$ cat src/sv/first_fit_allocator_coalescing_assert.svh
// Assertion macros used by the allocator module.
`ifndef FIRST_FIT_ALLOCATOR_COALESCING_ASSERT_SVH
`define FIRST_FIT_ALLOCATOR_COALESCING_ASSERT_SVH

// Implication checked on every rising clock edge outside reset.
`define FFA_ASSERT_IMP(label, clk, rst_n, ante, cons, msg) \
  label: assert property (@(posedge clk) disable iff (!rst_n) (ante) |-> (cons)) \
    else $error(msg);

// Implication whose consequent is checked in the following cycle.
`define FFA_ASSERT_NEXT(label, clk, rst_n, ante, cons, msg) \
  label: assert property (@(posedge clk) disable iff (!rst_n) (ante) |=> (cons)) \
    else $error(msg);

`endif

$ cat src/sv/ffa_pkg.sv
`default_nettype none
package ffa_pkg;
  localparam int unsigned FreeEntriesDef = 16;
  localparam int unsigned UsedEntriesDef = 16;
  localparam int unsigned AddrBitsDef    = 16;
  localparam logic [15:0] TotalSizeReset = 16'hFFFF;

  typedef enum logic [1:0] {
    ST_OK      = 2'd0,
    ST_NOSPACE = 2'd1,
    ST_BADADDR = 2'd2,
    ST_FULL    = 2'd3
  } status_e;

  localparam logic KIND_ALLOC   = 1'b0;
  localparam logic KIND_RELEASE = 1'b1;

  typedef struct packed {
    logic        kind;
    logic [15:0] request_size;
    logic [15:0] release_address;
  } req_t;

  typedef struct packed {
    logic [1:0]  status;
    logic [15:0] region_address;
    logic [15:0] region_size;
  } rsp_t;

  typedef enum logic [4:0] {
    S_IDLE,
    S_INIT,
    S_A_RD,
    S_A_CHK,
    S_A_SHIFT_RD,
    S_A_SHIFT_WR,
    S_R_RD,
    S_R_CHK,
    S_R_SHIFT_RD,
    S_R_SHIFT_WR,
    S_R_APPEND,
    S_C_RDI,
    S_C_LATI,
    S_C_RDJ,
    S_C_CHK,
    S_C_RDLEN,
    S_C_MERGE,
    S_C_DROP_RD,
    S_C_DROP_WR,
    S_DONE
  } state_e;
endpackage
`default_nettype wire

$ cat src/sv/first_fit_allocator_coalescing.sv
// The result strobe follows the start transfer via S_A_RD and S_DONE for a zero request, a full
// used table or an empty table; a release that merges also passes through the merge states.
// One request at a time; busy stays high until the result cycle ends. Scans and shifts
// visit table entries with a read state and a check or write state, and each merge pass
// checks every pair of free entries. The receiver cannot stall.
// Reset, and each total_size write, rebuilds the free table in the busy state S_INIT.
`default_nettype none
module first_fit_allocator_coalescing import ffa_pkg::*; #(
  parameter int unsigned FREE_ENTRIES = FreeEntriesDef,
  parameter int unsigned USED_ENTRIES = UsedEntriesDef,
  parameter int unsigned ADDR_BITS    = AddrBitsDef
) (
  input  wire logic        clk_i,
  input  wire logic        rst_ni,
  input  wire logic        start,
  output logic             busy,
  input  wire req_t        req_i,
  input  wire logic        cfg_we_i,
  input  wire logic [15:0] cfg_wdata_i,
  output logic             rsp_valid_o,
  output rsp_t             rsp_o
);
`include "first_fit_allocator_coalescing_assert.svh"
  localparam int unsigned FW = (FREE_ENTRIES > 1) ? $clog2(FREE_ENTRIES) : 1;
  localparam int unsigned UW = (USED_ENTRIES > 1) ? $clog2(USED_ENTRIES) : 1;
  localparam int unsigned FCW = $clog2(FREE_ENTRIES + 1);
  localparam int unsigned UCW = $clog2(USED_ENTRIES + 1);
  localparam int unsigned AW = ADDR_BITS;

  typedef logic [AW-1:0] a_t;

  function automatic a_t to_a(input logic [15:0] v);
    logic [31:0] w;
    w = 32'(v);
    return w[AW-1:0];
  endfunction

  function automatic logic [15:0] to16(input a_t v);
    logic [31:0] w;
    w = 32'(v);
    return w[15:0];
  endfunction

  state_e state_q, state_d;
  logic [15:0] total_q;
  logic [FCW-1:0] fcnt_q, fcnt_d;
  logic [UCW-1:0] ucnt_q, ucnt_d;
  logic [FCW-1:0] i_q, i_d, j_q, j_d;
  logic [UCW-1:0] k_q, k_d;
  req_t req_q;
  a_t   sa_q, sa_d, la_q, la_d;   // region start / length of the current request
  a_t   end_q, end_d;             // end of coalesce entry i
  a_t   li_q, li_d;               // length of coalesce entry i
  a_t   tmp_l_q, tmp_l_d;
  status_e st_q, st_d;

  // Free table port.
  logic         f_we;
  logic [FW-1:0] f_wa, f_ra;
  a_t f_ws, f_wl, f_rs, f_rl;
  // Used table port.
  logic         u_we;
  logic [UW-1:0] u_wa, u_ra;
  a_t u_ws, u_wl, u_rs, u_rl;

  ffa_table #(.Entries(FREE_ENTRIES), .AddrBits(AW)) u_free (
    .clk_i, .we_i(f_we), .waddr_i(f_wa), .wstart_i(f_ws), .wlen_i(f_wl),
    .raddr_i(f_ra), .rstart_o(f_rs), .rlen_o(f_rl)
  );
  ffa_table #(.Entries(USED_ENTRIES), .AddrBits(AW)) u_used (
    .clk_i, .we_i(u_we), .waddr_i(u_wa), .wstart_i(u_ws), .wlen_i(u_wl),
    .raddr_i(u_ra), .rstart_o(u_rs), .rlen_o(u_rl)
  );

  assign busy = (state_q != S_IDLE);

  always_ff @(posedge clk_i or negedge rst_ni) begin
    if (!rst_ni) begin
      state_q <= S_INIT;
      total_q <= TotalSizeReset;
      fcnt_q  <= '0;
      ucnt_q  <= '0;
      i_q <= '0; j_q <= '0; k_q <= '0;
      st_q <= ST_OK;
    end else begin
      if (cfg_we_i) begin
        total_q <= cfg_wdata_i;
        state_q <= S_INIT;
      end else begin
        state_q <= state_d;
      end
      fcnt_q <= fcnt_d;
      ucnt_q <= ucnt_d;
      i_q <= i_d; j_q <= j_d; k_q <= k_d;
      st_q <= st_d;
    end
  end

  always_ff @(posedge clk_i) begin
    if (start && !busy) req_q <= req_i;
    sa_q <= sa_d; la_q <= la_d; end_q <= end_d; li_q <= li_d;
    tmp_l_q <= tmp_l_d;
  end

  logic [FW-1:0] i_ix, j_ix, jn_ix, fc_ix;
  logic [UW-1:0] k_ix, kn_ix, uc_ix;
  a_t req_a, rel_a, tot_a;
  assign i_ix  = i_q[FW-1:0];
  assign j_ix  = j_q[FW-1:0];
  assign jn_ix = FW'(j_q + 1'b1);
  assign fc_ix = fcnt_q[FW-1:0];
  assign k_ix  = k_q[UW-1:0];
  assign kn_ix = UW'(k_q + 1'b1);
  assign uc_ix = ucnt_q[UW-1:0];
  assign req_a = to_a(req_q.request_size);
  assign rel_a = to_a(req_q.release_address);
  assign tot_a = to_a(total_q);

  // Next state.
  always_comb begin
    state_d = state_q;
    case (state_q)
      S_INIT: state_d = S_IDLE;
      S_IDLE: begin
        if (start) state_d = (req_i.kind == KIND_ALLOC) ? S_A_RD : S_R_RD;
      end
      S_A_RD: begin
        if (req_a == '0 || ucnt_q >= UCW'(USED_ENTRIES) || j_q >= fcnt_q)
          state_d = S_DONE;
        else state_d = S_A_CHK;
      end
      S_A_CHK: begin
        if (f_rl >= req_a) state_d = (f_rl == req_a) ? S_A_SHIFT_RD : S_DONE;
        else state_d = S_A_RD;
      end
      S_A_SHIFT_RD: state_d = (j_q + 1'b1 < fcnt_q) ? S_A_SHIFT_WR : S_DONE;
      S_A_SHIFT_WR: state_d = S_A_SHIFT_RD;
      S_R_RD: state_d = (k_q < ucnt_q) ? S_R_CHK : S_DONE;
      S_R_CHK: begin
        if (u_rs == rel_a) begin
          state_d = (fcnt_q >= FCW'(FREE_ENTRIES)) ? S_DONE : S_R_SHIFT_RD;
        end else state_d = S_R_RD;
      end
      S_R_SHIFT_RD: state_d = (k_q + 1'b1 < ucnt_q) ? S_R_SHIFT_WR : S_R_APPEND;
      S_R_SHIFT_WR: state_d = S_R_SHIFT_RD;
      S_R_APPEND: state_d = S_C_RDI;
      S_C_RDI: state_d = (i_q < fcnt_q) ? S_C_LATI : S_DONE;
      S_C_LATI: state_d = S_C_RDJ;
      S_C_RDJ: state_d = (j_q < fcnt_q) ? S_C_CHK : S_C_RDI;
      S_C_CHK: state_d = (f_rs == end_q) ? S_C_MERGE : S_C_RDJ;
      S_C_MERGE: state_d = S_C_DROP_RD;
      S_C_DROP_RD: state_d = (j_q + 1'b1 < fcnt_q) ? S_C_DROP_WR : S_C_RDI;
      S_C_DROP_WR: state_d = S_C_DROP_RD;
      S_DONE: state_d = S_IDLE;
      default: state_d = S_IDLE;
    endcase
  end

  // Datapath and memory control.
  always_comb begin
    fcnt_d = fcnt_q; ucnt_d = ucnt_q;
    i_d = i_q; j_d = j_q; k_d = k_q;
    sa_d = sa_q; la_d = la_q; end_d = end_q; li_d = li_q;
    tmp_l_d = tmp_l_q; st_d = st_q;
    f_we = 1'b0; f_wa = '0; f_ws = '0; f_wl = '0; f_ra = '0;
    u_we = 1'b0; u_wa = '0; u_ws = '0; u_wl = '0; u_ra = '0;
    case (state_q)
      S_INIT: begin
        f_we = 1'b1; f_ws = '0; f_wl = tot_a;
        fcnt_d = (tot_a != '0) ? FCW'(1) : '0;
        ucnt_d = '0;
      end
      S_IDLE: begin
        k_d = '0; i_d = '0; j_d = '0;
      end
      S_A_RD: begin
        f_ra = j_ix;
        if (req_a == '0) st_d = ST_NOSPACE;
        else if (ucnt_q >= UCW'(USED_ENTRIES)) st_d = ST_FULL;
        else if (j_q >= fcnt_q) st_d = ST_NOSPACE;
      end
      S_A_CHK: begin
        if (f_rl >= req_a) begin
          st_d = ST_OK; sa_d = f_rs; la_d = req_a;
          u_we = 1'b1; u_wa = uc_ix; u_ws = f_rs; u_wl = req_a;
          ucnt_d = ucnt_q + 1'b1;
          f_we = 1'b1; f_wa = j_ix;
          f_ws = f_rs + req_a; f_wl = f_rl - req_a;
        end else j_d = j_q + 1'b1;
      end
      S_A_SHIFT_RD: begin
        f_ra = jn_ix;
        if (!(j_q + 1'b1 < fcnt_q)) fcnt_d = fcnt_q - 1'b1;
      end
      S_A_SHIFT_WR: begin
        f_we = 1'b1; f_wa = j_ix; f_ws = f_rs; f_wl = f_rl;
        j_d = j_q + 1'b1;
      end
      S_R_RD: begin
        u_ra = k_ix;
        if (!(k_q < ucnt_q)) st_d = ST_BADADDR;
      end
      S_R_CHK: begin
        if (u_rs == rel_a) begin
          sa_d = rel_a; la_d = u_rl;
          st_d = (fcnt_q >= FCW'(FREE_ENTRIES)) ? ST_FULL : ST_OK;
        end else k_d = k_q + 1'b1;
      end
      S_R_SHIFT_RD: begin
        u_ra = kn_ix;
        if (!(k_q + 1'b1 < ucnt_q)) ucnt_d = ucnt_q - 1'b1;
      end
      S_R_SHIFT_WR: begin
        u_we = 1'b1; u_wa = k_ix; u_ws = u_rs; u_wl = u_rl;
        k_d = k_q + 1'b1;
      end
      S_R_APPEND: begin
        f_we = 1'b1; f_wa = fc_ix; f_ws = sa_q; f_wl = la_q;
        fcnt_d = fcnt_q + 1'b1;
        i_d = '0;
      end
      S_C_RDI: begin
        f_ra = i_ix;
        j_d = '0;
      end
      S_C_LATI: begin
        end_d = f_rs + f_rl; li_d = f_rl;
      end
      S_C_RDJ: begin
        f_ra = j_ix;
        if (!(j_q < fcnt_q)) i_d = i_q + 1'b1;
      end
      S_C_CHK: begin
        if (f_rs == end_q) tmp_l_d = f_rl;
        else j_d = j_q + 1'b1;
      end
      S_C_MERGE: begin
        // Entry i keeps its start; its length grows by entry j's.
        f_ra = i_ix;
        f_we = 1'b1; f_wa = i_ix; f_ws = end_q - li_q; f_wl = li_q + tmp_l_q;
      end
      S_C_DROP_RD: begin
        f_ra = jn_ix;
        if (!(j_q + 1'b1 < fcnt_q)) begin
          fcnt_d = fcnt_q - 1'b1; i_d = '0;
        end
      end
      S_C_DROP_WR: begin
        f_we = 1'b1; f_wa = j_ix; f_ws = f_rs; f_wl = f_rl;
        j_d = j_q + 1'b1;
      end
      default: ;
    endcase
  end

  assign rsp_valid_o = (state_q == S_DONE);
  always_comb begin
    rsp_o.status = st_q;
    rsp_o.region_address = (st_q == ST_OK) ? to16(sa_q) : '0;
    rsp_o.region_size    = (st_q == ST_OK) ? to16(la_q) : '0;
  end

  `FFA_ASSERT_IMP(a_cnt_free, clk_i, rst_ni, 1'b1, fcnt_q <= FCW'(FREE_ENTRIES),
    "free count overflow")
  `FFA_ASSERT_IMP(a_cnt_used, clk_i, rst_ni, 1'b1, ucnt_q <= UCW'(USED_ENTRIES),
    "used count overflow")
  `FFA_ASSERT_NEXT(a_one_rsp, clk_i, rst_ni, rsp_valid_o, !rsp_valid_o && !busy,
    "response not single")
  `FFA_ASSERT_NEXT(a_start_busy, clk_i, rst_ni, start && !busy && !cfg_we_i, busy,
    "accepted start did not go busy")
endmodule
`default_nettype wire

$ cat src/sv/ffa_table.sv
`default_nettype none
// Table of (start, length) pairs, one write and one registered read per cycle.
module ffa_table import ffa_pkg::*; #(
  parameter int unsigned Entries  = FreeEntriesDef,
  parameter int unsigned AddrBits = AddrBitsDef,
  localparam int unsigned IdxW    = (Entries > 1) ? $clog2(Entries) : 1
) (
  input  wire logic                clk_i,
  input  wire logic                we_i,
  input  wire logic [IdxW-1:0]     waddr_i,
  input  wire logic [AddrBits-1:0] wstart_i,
  input  wire logic [AddrBits-1:0] wlen_i,
  input  wire logic [IdxW-1:0]     raddr_i,
  output logic      [AddrBits-1:0] rstart_o,
  output logic      [AddrBits-1:0] rlen_o
);
  logic [2*AddrBits-1:0] mem [Entries];

  always_ff @(posedge clk_i) begin
    if (we_i) begin
      mem[waddr_i] <= {wstart_i, wlen_i};
    end
    {rstart_o, rlen_o} <= mem[raddr_i];
  end
endmodule
`default_nettype wire
$ cat config.mk
export PLATFORM = sky130hd
export DESIGN_NAME = first_fit_allocator_coalescing
export DESIGN_NICKNAME = d
export VERILOG_FILES = /design/src/sv/ffa_pkg.sv /design/src/sv/first_fit_allocator_coalescing.sv /design/src/sv/ffa_table.sv
export VERILOG_INCLUDE_DIRS = /design/src /design/src/sv
export SDC_FILE = /design/constraint.sdc
export NUM_CORES = 2
export LEC_CHECK = 0
export CAP_MARGIN = 20
export CORE_ASPECT_RATIO = 0.9
export CORE_MARGIN = 5
export CORE_UTILIZATION = 45
export CTS_CLUSTER_DIAMETER = 100
export DETAILED_ROUTE_END_ITERATION = 7
export DONT_BUFFER_PORTS = 1
export HOLD_SLACK_MARGIN = 0.05
export RECOVER_POWER = 50
export SYNTH_ARGS = -nofsm -noshare
export SYNTH_HDL_FRONTEND = slang
export SYNTH_SLANG_ARGS = --single-unit
$ cat constraint.sdc
create_clock -name clk_i -period 5.9 [get_ports clk_i]
set_input_delay 0.59 -clock clk_i [delete_from_list [all_inputs] [get_ports clk_i]]
set_output_delay 0.59 -clock clk_i [all_outputs]
set_load 0.05 [all_outputs]
==> results.tsv <==
stage	metric	value	unit
status	violations	DRC, capacitance limit, slew limit	
detailed_routing	detail-route-antenna-nets	0	
timing	hold_violations	0	
pwr	power_density	374	nW/µm²
clock_network	cts_resized	0	
pwr	ir_worst_vdd	0.229	mV
logic_synthesis	ys.flop_type	edfxtp_1	
timing	fin_setup_tns	0	ns
grt	grt_pass1_wl	221	mm
timing	timing_worst_slew_pin_value	3.08	ns
placement	hpwlAfterDp	96.2	mm
logic_synthesis	ys_ff_latch	1248	
pwr	total_power	22.9	mW
floorplanning	pin_count	89	
clock_network	cts_sinks	1248	
grt	grt_antenna_before_repair	17	
timing	setup_viol	0	
cells_and_area	finish.net_count	4369	
grt	use_met2	33.4	%
floorplanning	die_x	376	µm
logic_synthesis	synth_nets	4311	
cells_and_area	multiInputGateArea	16500	µm²
setup_path	crit_path_start_kind	flop	
detailed_routing	totalWireLength	150	mm
setup_path	crit_path_frequent_cell	a211oi_1	
status	status	finished with violations	
clock_network	clock_latency	0.76	ns
grt	grt_overflow	0	
clock_network	path_clk_slew	0.06	ns
setup_path	worst_path_max_delay_cell	a221oi_2	
logic_synthesis	avgSynthCellArea	13.1	µm²
timing	slew_violations	384	
cells_and_area	area_growth	12.7	%
clock_network	cts-root-buf	clkbuf_16	
detailed_routing	drc_errors	2	
clock_network	cts_tree	done	
setup_path	cp-end-kind	flop	
logic_synthesis	synth_top_cell_by_area	edfxtp_1	
timing	post-route-period-util	87.5	%
clock_network	postCtsSetupRepairBufs	0	
pwr	p_leak	20.8	nW
timing	fmax	194	MHz
setup_path	required	6.52	ns
hold_path	hp-class	primary input to flop	
grt	grt.total_usage	22.9	%
placement	portBuffers	0	
clock_network	cts_buffers	132	
cells_and_area	register_area	36600	µm²
timing	whs	0.202	ns
detailed_routing	via_count	35000	
logic_synthesis	netlist_area	54400	µm²
detailed_routing	drtPass1Iterations	8	
grt	use_met1	34.8	%
cells_and_area	fin_area	61300	µm²
floorplanning	die_area	128000	µm²
setup_path	critPathMaxFanout	46	
floorplanning	core	121000	µm²
setup_path	cp.arrival	5.79	ns
cells_and_area	fillers	10400	
logic_synthesis	synth_edf_count	1136	
logic_synthesis	synth_area_leaders	edfxtp_1 (63%), a211oi_1 (4.6%), nand2_1 (4.4%), and2_1 (3.1%), ha_1 (2.5%)	
grt	grt.busiest_layer	met1	
grt	grt_util_met3	5.14	%
placement	placed_area	56700	µm²
logic_synthesis	synth.top_cell.area_share	62.8	%
timing	fin_skew	0.0460	ns
timing	relSlewSlack	-106	%
logic_synthesis	postSynthCellCount	4144	
placement	gp_congestion	0.937	
setup_path	crit_chain	or3b_1, o22ai_4, a221oi_2, clkbuf_2, buf_4, a211oi_1, a31oi_1, a211oi_1, a21oi_1	
floorplanning	start_util	45.1	%
grt	grt_max_degree	158	
setup_path	worstSetupPathType	flop to flop	
detailed_routing	first_iter_violations	3810	
setup_path	cpPeakStageDelay	1.40	ns
floorplanning	die_h	340	µm
clock_network	h-tree-depth	4	
detailed_routing	viasPerCell	5.91	
flow_run	maxCapViolations	11	
logic_synthesis	ys_async_sr_fraction	3.85	%
floorplanning	rows	121	
timing	rsz0062_at_grt	no	
clock_network	clk_path_buf_depth	3	
logic_synthesis	synth_most_common_cell	edfxtp_1	
cells_and_area	drive_gt1_share	8.47	%
logic_synthesis	synth.distinct_cells	79	
logic_synthesis	synth_common_cells	edfxtp_1 (1,136), nand2_1 (633), a211oi_1 (332), and2_1 (271), a21oi_1 (197)	
detailed_routing	wl_per_cell	25.3	µm
logic_synthesis	synth_warnings	0	
grt	grt_pass1_vias	33300	
timing	period_needed	5.16	ns
logic_synthesis	yosysSeqAreaShare	67.4	%
-- cell type report --
| type | count | area share, % |
|---|---|---|
| sequential | 1248 | 59.8 |
| clock inverter | 59 | 0.853 |
| inverter | 70 | 0.429 |
| tap | 1599 | 3.26 |
| multi-input combinational | 2557 | 26.9 |
| antenna | 9 | 0.0368 |
| clock buffer | 180 | 5.94 |
| timing repair buffer | 193 | 2.81 |
-- state kept, by name, summed over array words and instances (netlist names), 16 cells and up --
name             count
end_q               16
la_q                16
u_used.rstart_o     16
li_q                16
u_used.mem         512
tot_a               16
u_used.rlen_o       16
u_free.mem         512
sa_q                16
u_free.rstart_o     16
u_free.rlen_o       16
rel_a               16
tmp_l_q             16
req_a               16
-- final timing paths --
check / slack, ns / to / depth (start not counted) / startpoint
min in group asynchronous: 1.28 / fcnt_q[4] / 2 / rst_ni
max: 0.74 / u_free.rstart_o[1] / 9 / state_q[4]
min: 0.20 / state_q[3] / 3 / cfg_we_i
min reg2reg: 0.53 / li_q[0] / 0 / u_free.rlen_o[0]
max in group asynchronous: 3.08 / k_q[1] / 2 / rst_ni
max reg2reg: 0.74 / u_free.rstart_o[1] / 9 / state_q[4]
-- critical path: cells and delay by family, from the launching register on --
family                 cells  cell delay [ns]
AND/OR/NAND/NOR            1             0.48
buffers and inverters      2             1.32
AO/OA/AOI/OAI              6             2.30
flip-flops                 1             0.85
-- power breakdown --
group          internal [mW]  switching (mW)  leakage (nW)
Sequential              10.3           0.588          11.6
Combinational           1.36            2.68          7.15
Clock                   4.54            3.44          2.03
Total                   16.2            6.71          20.8
-- through the flow --
step / setup WS [ns] / std cells / util [%]
final: 0.737 / 5915 / 50.9
after global placement: 1.31 / 5593 / 46.9
after floorplan: 0.796 / 4144 / -
after global routing: 0.502 / 5908 / 50.8
after CTS: 1.21 / 5896 / 51.0
after detailed placement: 1.22 / 5599 / 47.0
-- repair_timing --
action / 4_1_cts / 5_1_grt
hold buffers: 58 / 0
hold endpoints to repair: 97 / 0
setup endpoints to repair: 0 / 0
-- kinds of logic (layout without fill, tap and decap cells) --
family          after synthesis  count (layout)  synth area share (%)
flops                      1248            1248                  67.4
xor+xnor                    109             109                  1.76
fa+ha+maj                   114             114                  2.72
other cells                   0               9                     0
simple gates               1177            1177                  10.2
buf+inv                     339             502                  2.70
compound gates             1115            1115                  14.4
mux                          42              42                 0.854
-- cell usage in the layout (no fill, tap or decap), types with 61 or more instances in the layout --
master,synthesis,layout
dfxtp_1,64,64
edfxtp_1,1136,1136
a21oi_1,197,196
a311oi_1,129,129
clkbuf_1,185,83
o21ai_0,108,108
ha_1,107,107
clkbuf_16,0,135
inv_1,69,70
nand2_1,633,633
buf_4,18,62
and2_1,271,236
a31oi_1,138,138
nor2_1,77,61
a211oi_1,332,332
-- routing by layer --
layer / up-vias / part of all wire [%]
li1: 16000 / -
met1: 17500 / 46
met2: 1289 / 44
met3: 180 / 8.2
met4: 10 / 2.2
met5: - / 0.045
Power figures use the tool's default switching activity.
